### src/hdl/poq_pkg.sv
`timescale 1ns / 1ps
// ----------------------------------------------------------------------------
// poq_pkg
// Shared field widths, command and status codes, and the stored entry type
// of the page order queue.
// ----------------------------------------------------------------------------
package poq_pkg;

  localparam int CMD_W  = 2;
  localparam int TIX_W  = 16;
  localparam int VPG_W  = 20;
  localparam int FRM_W  = 16;
  localparam int POS_W  = 6;
  localparam int STAT_W = 2;
  localparam int OCC_W  = 7;

  localparam logic [CMD_W-1:0] CMD_INSERT = 2'd0;
  localparam logic [CMD_W-1:0] CMD_MOVE   = 2'd1;
  localparam logic [CMD_W-1:0] CMD_REMOVE = 2'd2;

  localparam logic [STAT_W-1:0] STAT_DONE    = 2'd0;
  localparam logic [STAT_W-1:0] STAT_FULL    = 2'd1;
  localparam logic [STAT_W-1:0] STAT_NOT_OCC = 2'd2;

  typedef struct packed {
    logic [TIX_W-1:0] table_index;
    logic [VPG_W-1:0] virtual_page;
    logic [FRM_W-1:0] frame;
    logic             referenced;
  } entry_t;

endpackage

### src/hdl/poq_if.sv
`timescale 1ns / 1ps
// ----------------------------------------------------------------------------
// poq_if
// Valid/ready channels of the page order queue: command words in, result
// words out.
// ----------------------------------------------------------------------------
interface poq_cmd_if;
  logic                       valid;
  logic                       ready;
  logic [poq_pkg::CMD_W-1:0]  cmd;
  logic [poq_pkg::TIX_W-1:0]  table_index;
  logic [poq_pkg::VPG_W-1:0]  virtual_page;
  logic [poq_pkg::FRM_W-1:0]  frame;
  logic                       ref_bit;
  logic [poq_pkg::POS_W-1:0]  position;

  modport source (output valid, cmd, table_index, virtual_page, frame, ref_bit, position,
                  input ready);
  modport sink (input valid, cmd, table_index, virtual_page, frame, ref_bit, position,
                output ready);
endinterface

interface poq_res_if;
  logic                       valid;
  logic                       ready;
  logic [poq_pkg::STAT_W-1:0] status;
  logic [poq_pkg::FRM_W-1:0]  removed_frame;
  logic [poq_pkg::OCC_W-1:0]  occupancy;

  modport source (output valid, status, removed_frame, occupancy, input ready);
  modport sink (input valid, status, removed_frame, occupancy, output ready);
endinterface

### src/hdl/page_order_queue_core.sv
`timescale 1ns / 1ps
// ----------------------------------------------------------------------------
// page_order_queue_core
// Ordered queue of resident pages for FIFO or second-chance replacement,
// held in one synchronous memory with a shift engine that closes gaps.
// ----------------------------------------------------------------------------
// One command word is taken at a time and answered by exactly one result
// word. Insert, a rejected command and the unused command code go from idle
// through done to the result register. Move and remove of the entry at
// position p go through load, any shift, tail and done: the entries above p
// are copied down one per cycle through the single read/write port pair of
// the entry memory, so a full queue of QUEUE_DEPTH entries gives the longest
// command. A new command word is accepted while the last result still waits.
module page_order_queue_core #(
  parameter int QUEUE_DEPTH = 64
) (
  input  logic           clk,
  input  logic           rst,
  poq_cmd_if.sink        req,
  poq_res_if.source      rsp
);
  import poq_pkg::*;

  localparam int AW = (QUEUE_DEPTH > 1) ? $clog2(QUEUE_DEPTH) : 1;
  localparam int CW = $clog2(QUEUE_DEPTH + 1);
  localparam int XW = CW + 1;
  localparam int PW = (CW > POS_W) ? CW : POS_W;

  localparam logic [2:0] S_IDLE  = 3'd0;
  localparam logic [2:0] S_LOAD  = 3'd1;
  localparam logic [2:0] S_SHIFT = 3'd2;
  localparam logic [2:0] S_TAIL  = 3'd3;
  localparam logic [2:0] S_DONE  = 3'd4;

  entry_t mem [QUEUE_DEPTH];
  entry_t rd_q;

  logic [2:0]        state, state_next;
  logic [CW-1:0]     count, count_next;
  logic [AW-1:0]     idx, idx_next;
  logic [CMD_W-1:0]  op, op_next;
  logic              ref_q, ref_next;
  entry_t            moving, moving_next;
  logic [STAT_W-1:0] stat, stat_next;
  logic [FRM_W-1:0]  rm, rm_next;

  logic              out_valid;
  logic [STAT_W-1:0] out_status;
  logic [FRM_W-1:0]  out_frame;
  logic [OCC_W-1:0]  out_occ;

  logic              we;
  logic [AW-1:0]     wa, ra;
  entry_t            wd;

  logic              accept, out_load;
  logic [PW-1:0]     pos_ext;
  logic              pos_ok, full;
  logic [XW-1:0]     idx_x, cnt_x;
  logic [CW-1:0]     cnt_m1;

  assign req.ready = (state == S_IDLE);
  assign accept    = req.valid && req.ready;
  assign out_load  = (state == S_DONE) && (!out_valid || rsp.ready);

  assign pos_ext = PW'(req.position);
  assign pos_ok  = pos_ext < PW'(count);
  assign full    = count >= CW'(QUEUE_DEPTH);
  assign idx_x   = XW'(idx);
  assign cnt_x   = XW'(count);
  assign cnt_m1  = count - CW'(1);

  always_comb begin
    state_next  = state;
    count_next  = count;
    idx_next    = idx;
    op_next     = op;
    ref_next    = ref_q;
    moving_next = moving;
    stat_next   = stat;
    rm_next     = rm;
    we          = 1'b0;
    wa          = count[AW-1:0];
    wd          = '{table_index: req.table_index, virtual_page: req.virtual_page,
                    frame: req.frame, referenced: req.ref_bit};
    ra          = idx;
    case (state)
      S_IDLE: begin
        ra = pos_ext[AW-1:0];
        if (accept) begin
          op_next   = req.cmd;
          ref_next  = req.ref_bit;
          idx_next  = pos_ext[AW-1:0];
          stat_next = STAT_DONE;
          rm_next   = '0;
          state_next = S_DONE;
          case (req.cmd)
            CMD_INSERT: begin
              if (full) begin
                stat_next = STAT_FULL;
              end else begin
                we         = 1'b1;
                count_next = count + CW'(1);
              end
            end
            CMD_MOVE, CMD_REMOVE: begin
              if (!pos_ok) begin
                stat_next = STAT_NOT_OCC;
              end else begin
                state_next = S_LOAD;
              end
            end
            default: begin
              stat_next = STAT_DONE;
            end
          endcase
        end
      end
      S_LOAD: begin
        moving_next = rd_q;
        ra          = idx + AW'(1);
        if (idx_x + XW'(1) < cnt_x) begin
          state_next = S_SHIFT;
        end else begin
          state_next = S_TAIL;
        end
      end
      S_SHIFT: begin
        we       = 1'b1;
        wa       = idx;
        wd       = rd_q;
        idx_next = idx + AW'(1);
        ra       = idx + AW'(2);
        if (!(idx_x + XW'(2) < cnt_x)) begin
          state_next = S_TAIL;
        end
      end
      S_TAIL: begin
        // moved entry lands at the tail, removed one drops the count
        if (op == CMD_MOVE) begin
          we = 1'b1;
          wa = cnt_m1[AW-1:0];
          wd = '{table_index: moving.table_index, virtual_page: moving.virtual_page,
                 frame: moving.frame, referenced: ref_q};
        end else begin
          count_next = cnt_m1;
          rm_next    = moving.frame;
        end
        stat_next  = STAT_DONE;
        state_next = S_DONE;
      end
      S_DONE: begin
        if (out_load) begin
          state_next = S_IDLE;
        end
      end
      default: begin
        state_next = S_IDLE;
      end
    endcase
  end

  always_ff @(posedge clk) begin
    if (we) begin
      mem[wa] <= wd;
    end
    rd_q <= mem[ra];
  end

  always_ff @(posedge clk) begin
    if (rst) begin
      state     <= S_IDLE;
      count     <= '0;
      out_valid <= 1'b0;
    end else begin
      state <= state_next;
      count <= count_next;
      if (out_load) begin
        out_valid <= 1'b1;
      end else if (rsp.ready) begin
        out_valid <= 1'b0;
      end
    end
  end

  always_ff @(posedge clk) begin
    idx    <= idx_next;
    op     <= op_next;
    ref_q  <= ref_next;
    moving <= moving_next;
    stat   <= stat_next;
    rm     <= rm_next;
    if (out_load) begin
      out_status <= stat;
      out_frame  <= rm;
      out_occ    <= OCC_W'(count);
    end
  end

  assign rsp.valid         = out_valid;
  assign rsp.status        = out_status;
  assign rsp.removed_frame = out_frame;
  assign rsp.occupancy     = out_occ;

endmodule
### src/flat_wrapper.sv
// flat-port wrapper written by rule: the top's interface ports become plain ports
module page_order_queue_core_flat import poq_pkg::*;
#(
  parameter int QUEUE_DEPTH = 64
)
  (clk, rst, req_valid, req_cmd, req_table_index, req_virtual_page, req_frame, req_ref_bit, req_position, req_ready, rsp_valid, rsp_status, rsp_removed_frame, rsp_occupancy, rsp_ready);
  poq_cmd_if req_i ();
  poq_res_if rsp_i ();
  input  logic clk;
  input  logic rst;
  input wire logic [$bits(req_i.valid)-1:0] req_valid;
  input wire logic [$bits(req_i.cmd)-1:0] req_cmd;
  input wire logic [$bits(req_i.table_index)-1:0] req_table_index;
  input wire logic [$bits(req_i.virtual_page)-1:0] req_virtual_page;
  input wire logic [$bits(req_i.frame)-1:0] req_frame;
  input wire logic [$bits(req_i.ref_bit)-1:0] req_ref_bit;
  input wire logic [$bits(req_i.position)-1:0] req_position;
  output wire logic [$bits(req_i.ready)-1:0] req_ready;
  output wire logic [$bits(rsp_i.valid)-1:0] rsp_valid;
  output wire logic [$bits(rsp_i.status)-1:0] rsp_status;
  output wire logic [$bits(rsp_i.removed_frame)-1:0] rsp_removed_frame;
  output wire logic [$bits(rsp_i.occupancy)-1:0] rsp_occupancy;
  input wire logic [$bits(rsp_i.ready)-1:0] rsp_ready;
  assign req_i.valid = req_valid;
  assign req_i.cmd = req_cmd;
  assign req_i.table_index = req_table_index;
  assign req_i.virtual_page = req_virtual_page;
  assign req_i.frame = req_frame;
  assign req_i.ref_bit = req_ref_bit;
  assign req_i.position = req_position;
  assign req_ready = req_i.ready;
  assign rsp_valid = rsp_i.valid;
  assign rsp_status = rsp_i.status;
  assign rsp_removed_frame = rsp_i.removed_frame;
  assign rsp_occupancy = rsp_i.occupancy;
  assign rsp_i.ready = rsp_ready;
  page_order_queue_core #(.QUEUE_DEPTH(QUEUE_DEPTH)) u_core (.clk(clk), .rst(rst), .req(req_i), .rsp(rsp_i));
endmodule
### config.mk
export PLATFORM = sky130hd
export DESIGN_NAME = page_order_queue_core_flat
export DESIGN_NICKNAME = d
export VERILOG_FILES = /design/src/hdl/poq_pkg.sv /design/src/hdl/poq_if.sv /design/src/hdl/page_order_queue_core.sv /design/src/flat_wrapper.sv
export SDC_FILE = /design/constraint.sdc
export NUM_CORES = 1
export LEC_CHECK = 0
export BUFFER_PORTS_ARGS = -buffer_cell sky130_fd_sc_hd__buf_2
export CELL_PAD_IN_SITES_DETAIL_PLACEMENT = 1
export CELL_PAD_IN_SITES_GLOBAL_PLACEMENT = 1
export CORE_MARGIN = 4
export CORE_UTILIZATION = 50
export CTS_BUF_LIST = sky130_fd_sc_hd__clkbuf_8
export CTS_CLUSTER_SIZE = 28
export DETAILED_ROUTE_END_ITERATION = 8
export PLACE_DENSITY = 0.75
export SYNTH_ARGS = -nofsm -noshare
export SYNTH_HDL_FRONTEND = slang
export SYNTH_SLANG_ARGS = --single-unit
### constraint.sdc
create_clock -name clk -period 8.7 [get_ports clk]
set_input_delay 1.305 -clock clk [delete_from_list [all_inputs] [get_ports clk]]
set_output_delay 1.305 -clock clk [all_outputs]
set_load 0.03 [all_outputs]
==> summary.md <==
| Metric | Value |
|---|---|
| Status | complete, no violations |
| Worst-path clk slew | 0.06 ns |
| Yosys top cell area share | 74.2% |
| Mapped Area | 0.0442 mm2 |
| Port bufs | 54 |
| Power Density | 251 mW/mm2 |
| Gr ovfl total | 0 |
| Combinational Power Share | 18.2% |
| Vias in the first global route | 26900 |
| Final Max Slew Viols | 0 |
| Hold Crit Start | u_core.rm[10]$_SDFFCE_PN0P_ |
| Routed wire length | 119 mm |
| Switch share | 28.8% |
| CP Capture Type | register |
| Minimum clock period | 5.08 ns |
| Util after Layout | 56.1% |
| Syn_nets | 2666 |
| Nets | 2837 |
| Setup TNS | 0 ns |
| CP arrival | 5.49 ns |
| Crit path kind | register to register |
| Worst EP required | 9.12 ns |
| DR WL/cell | 29.5 um |
| Clock power frac | 31.5% |
| Unrepaired setup endpoints after global routing | no |
| DR pass1 iterations | 5 |
| Critical path buffers and inverters | 1 |
| Synth Instances | 2577 |
| EDFF count, synth | 1091 |
| Rel. slew slack | 11.5% |
| Initial core utilization | 50.7% |
| Top post-synthesis cells by area | edfxtp_1 (74%), mux4_2 (6.5%), a21oi_1 (2.1%) |
| Psw | 3.54 mW |
| CTS tree | done |
| Synthesized area per cell | 17.1 um2 |
| Ys async rst share | 0% |
| #FFs+latches synth | 1118 |
| Dpl cell area | 0.0459 mm2 |
| Maximum clock insertion buffer count | 3 |
| Root buffer cell | clkbuf_8 |
| Worst min path class | register to register |
| H-tree depth | 4 |
| Period utilization | 58.3% |
| Top cell by count, worst path | nor2_1 |
| Sequential share of power | 50.3% |
| Critical Path Slowest Stage Cell | nor2_2 |
| Post-Layout Cell Count | 4026 |
| Worst reg2reg startpoint | u_core.state[0]$_SDFFE_PP0P_ |
| Final ANT Viol Nets | 0 |
| Area of the core | 0.0872 mm2 |
| Leakage | 16.1 nW |
| Yosys warns | 0 |
| R2r endpoint | u_core.mem[1][8]$_DFFE_PP_ |
| Critical path startpoint category | register |
| Final Cell Area | 0.0489 mm2 |
| Worst path cell trace | nand2_1, nor2_1, and2_1, nor2_1, buf_4, a221oi_1, nand3_1, nor2_2 |
| Die W | 305 um |
| Hpwl dp | 68.1 mm |
| Placer Congestion | 0.824 |
| Initial detailed-routing violation count | 2857 |
| Worst reg2reg path depth | 8 |
| Hold Path Sink | u_core.rsp.removed_frame[10]$_DFFE_PP_ |
| Clock tree sinks | 1118 |
| DRC Markers | 0 |
| Site row count | 108 |
| Netlist cell types | 67 |
| TritonCTS Buffers | 171 |
| CP startpoint | u_core.state[0]$_SDFFE_PP0P_ |
| CP max FO | 22 |
| Worst-Margin Slew | 1.33 ns |
| Area growth syn-to-layout | 10.8% |
| First-pass GRT wire length | 176 mm |
| Fmax | 0.197 GHz |
| Layout cells sized above 1 | 18.8% |
| Setup slack, reg-to-reg | 3.62 ns |
| Clk_lat worst skew | 0.82 ns |
| Die Y | 305 um |
| Biggest area consumer among synthesized cells | edfxtp_1 |
| # Post-CTS Setup Buffers | 0 |
| Inst Count DP | 3729 |
| Sequential share of the synthesized area | 75.4% |
| Largest net degree at the start of global routing | 128 |
| Initial antenna violation count | 1 |
| Routed vias | 25400 |
| Slowest stage delay, CP | 1.13 ns |
| Hold depth | 0 |
| Post-cts hold buffer count | 0 |
| Cts repair resizes | 0 |
| Total track usage | 25.4% |
| Die ar. | 0.0931 mm2 |
| Final hold violations | 0 |
| DR vias/cell | 6.30 |
| CP delay by family, top | simple AND/OR/NAND/NOR gates |
| Finish-stage setup viols | 0 |
| IO Pins | 92 |
| Ys flop type | edfxtp_1 |
| Int Pwr | 8.74 mW |
| Fill cells | 8000 |
| Clock Skews | 0.0295 ns |
| Max-cap violations | 0 |
| Worst vdd ir | 0.133 mV |
layout by cell type (no fill, tap or decap), drive strengths merged, types with 3 or more instances in the layout:
cell type,synthesis,final
nand2,254,254
buf,106,150
a21oi,189,189
a2111oi,3,3
nand4,31,31
a21o,3,3
dfxtp,27,27
a22oi,82,82
o31ai,4,4
a221o,37,37
inv,26,99
nor3,31,31
clkbuf,46,179
edfxtp,1091,1091
o41ai,5,5
clkinvlp,0,4
o21ai,49,49
a22o,39,39
and3,6,6
mux2,27,27
xor2,3,3
a221oi,31,31
nor2b,10,10
or2,5,5
nand3,37,37
nor2,111,111
a211oi,19,19
mux4,128,128
nand2b,5,5
o22ai,17,17
clkinv,0,38
xnor2,10,10
ha,24,24
and2,23,23
a31oi,6,6
mux2i,66,66
through the flow:
| stage | hold slack, ns | setup slack, ns | total power, mW |
|---|---|---|---|
| after CTS | 0.420 | 3.68 | 12.3 |
| after detailed placement | 0.407 | 3.57 | 8.49 |
| after global placement | 0.403 | 3.61 | 8.39 |
| after global routing | 0.438 | 3.25 | 12.8 |
| after floorplan | 0.400 | 5.13 | 7.72 |
| final | 0.417 | 3.62 | 12.3 |
worst max-delay path by stage:
stage                                              endpoint  slack [ns]  cells past startpoint
after global placement              u_core.rd_q[12]$_DFF_P_        3.61                     10
after CTS                        u_core.mem[0][7]$_DFFE_PP_        3.68                      9
after global routing             u_core.mem[0][8]$_DFFE_PP_        3.25                      9
final                            u_core.mem[1][8]$_DFFE_PP_        3.62                      8
after detailed placement            u_core.rd_q[12]$_DFF_P_        3.57                     10
after floorplan           u_core.rsp.occupancy[0]$_DFFE_PP_        5.13                      2
flip-flops by register name (all words and copies together) (netlist names):
signal and count:
u_core.rd_q 16, u_core.state 3, u_core.stat 2, u_core.count 7, u_core.rsp.removed_frame 16, u_core.mem 1024
u_core.rm 16, u_core.rsp.status 2, u_core.idx 6, u_core.rsp.occupancy 7, u_core.moving 16, u_core.rsp.valid 1
u_core.op 2
synth_stat cells, types with 9 or more instances:
cell / instances
edfxtp_1: 1091
nand2_1: 251
a21oi_1: 189
mux4_2: 128
nor2_1: 110
a22oi_1: 82
mux2i_1: 66
buf_2: 62
clkbuf_1: 46
a22o_1: 39
a221o_1: 37
nand3_1: 37
a221oi_1: 31
nand4_1: 31
nor3_1: 30
dfxtp_1: 27
o21ai_0: 27
inv_1: 26
ha_1: 24
and2_1: 23
o21ai_1: 22
mux2_1: 18
o22ai_1: 17
buf_1: 16
buf_6: 16
a211oi_1: 15
buf_4: 12
nor2b_1: 10
xnor2_1: 10
mux2_2: 9
kinds of logic after synthesis:
kind of cell,count (synthesis),synth area share (%)
simple gates,519,5.18
flops,1118,75.4
fa+ha+maj,24,0.680
xor+xnor,13,0.258
compound gates,504,7.69
buf+inv,178,2.06
mux,221,8.71
power by group through the flow:
stage	registers [mW]	logic, mW	clock network (mW)
floorplan	6.26	1.46	0
global placement	6.28	2.12	0
detailed placement	6.28	2.21	0
CTS	6.17	2.22	3.94
global route	6.17	2.38	4.21
finish	6.17	2.24	3.87
worst register-to-register path: cells and delay by family, from the launching register on:
| kind | cells | cell delay (ns) |
|---|---|---|
| buf+inv | 1 | 0.25 |
| flops | 1 | 0.79 |
| simple gates | 6 | 3.02 |
| compound gates | 1 | 0.60 |
layout make-up:
| class | count | area, um2 | area share, % |
|---|---|---|---|
| clock buffer | 179 | 2460 | 5.04 |
| multi-input combinational | 1281 | 10100 | 20.6 |
| antenna | 1 | 2.50 | 0.00512 |
| tap | 1155 | 1450 | 2.95 |
| sequential | 1118 | 33300 | 68.1 |
| clock inverter | 116 | 503 | 1.03 |
| timing repair buffer | 150 | 1030 | 2.10 |
| inverter | 26 | 97.6 | 0.199 |
layer usage:
metal,part of all wire (%),global-route usage (%),up-vias
met4,3.3,9.06,0
li1,-,-,10700
met1,39,34.4,13200
met3,8.7,5.86,217
met5,0,0,-
met2,49,41.1,1274
No activity file was read; power rests on OpenSTA's default activity.
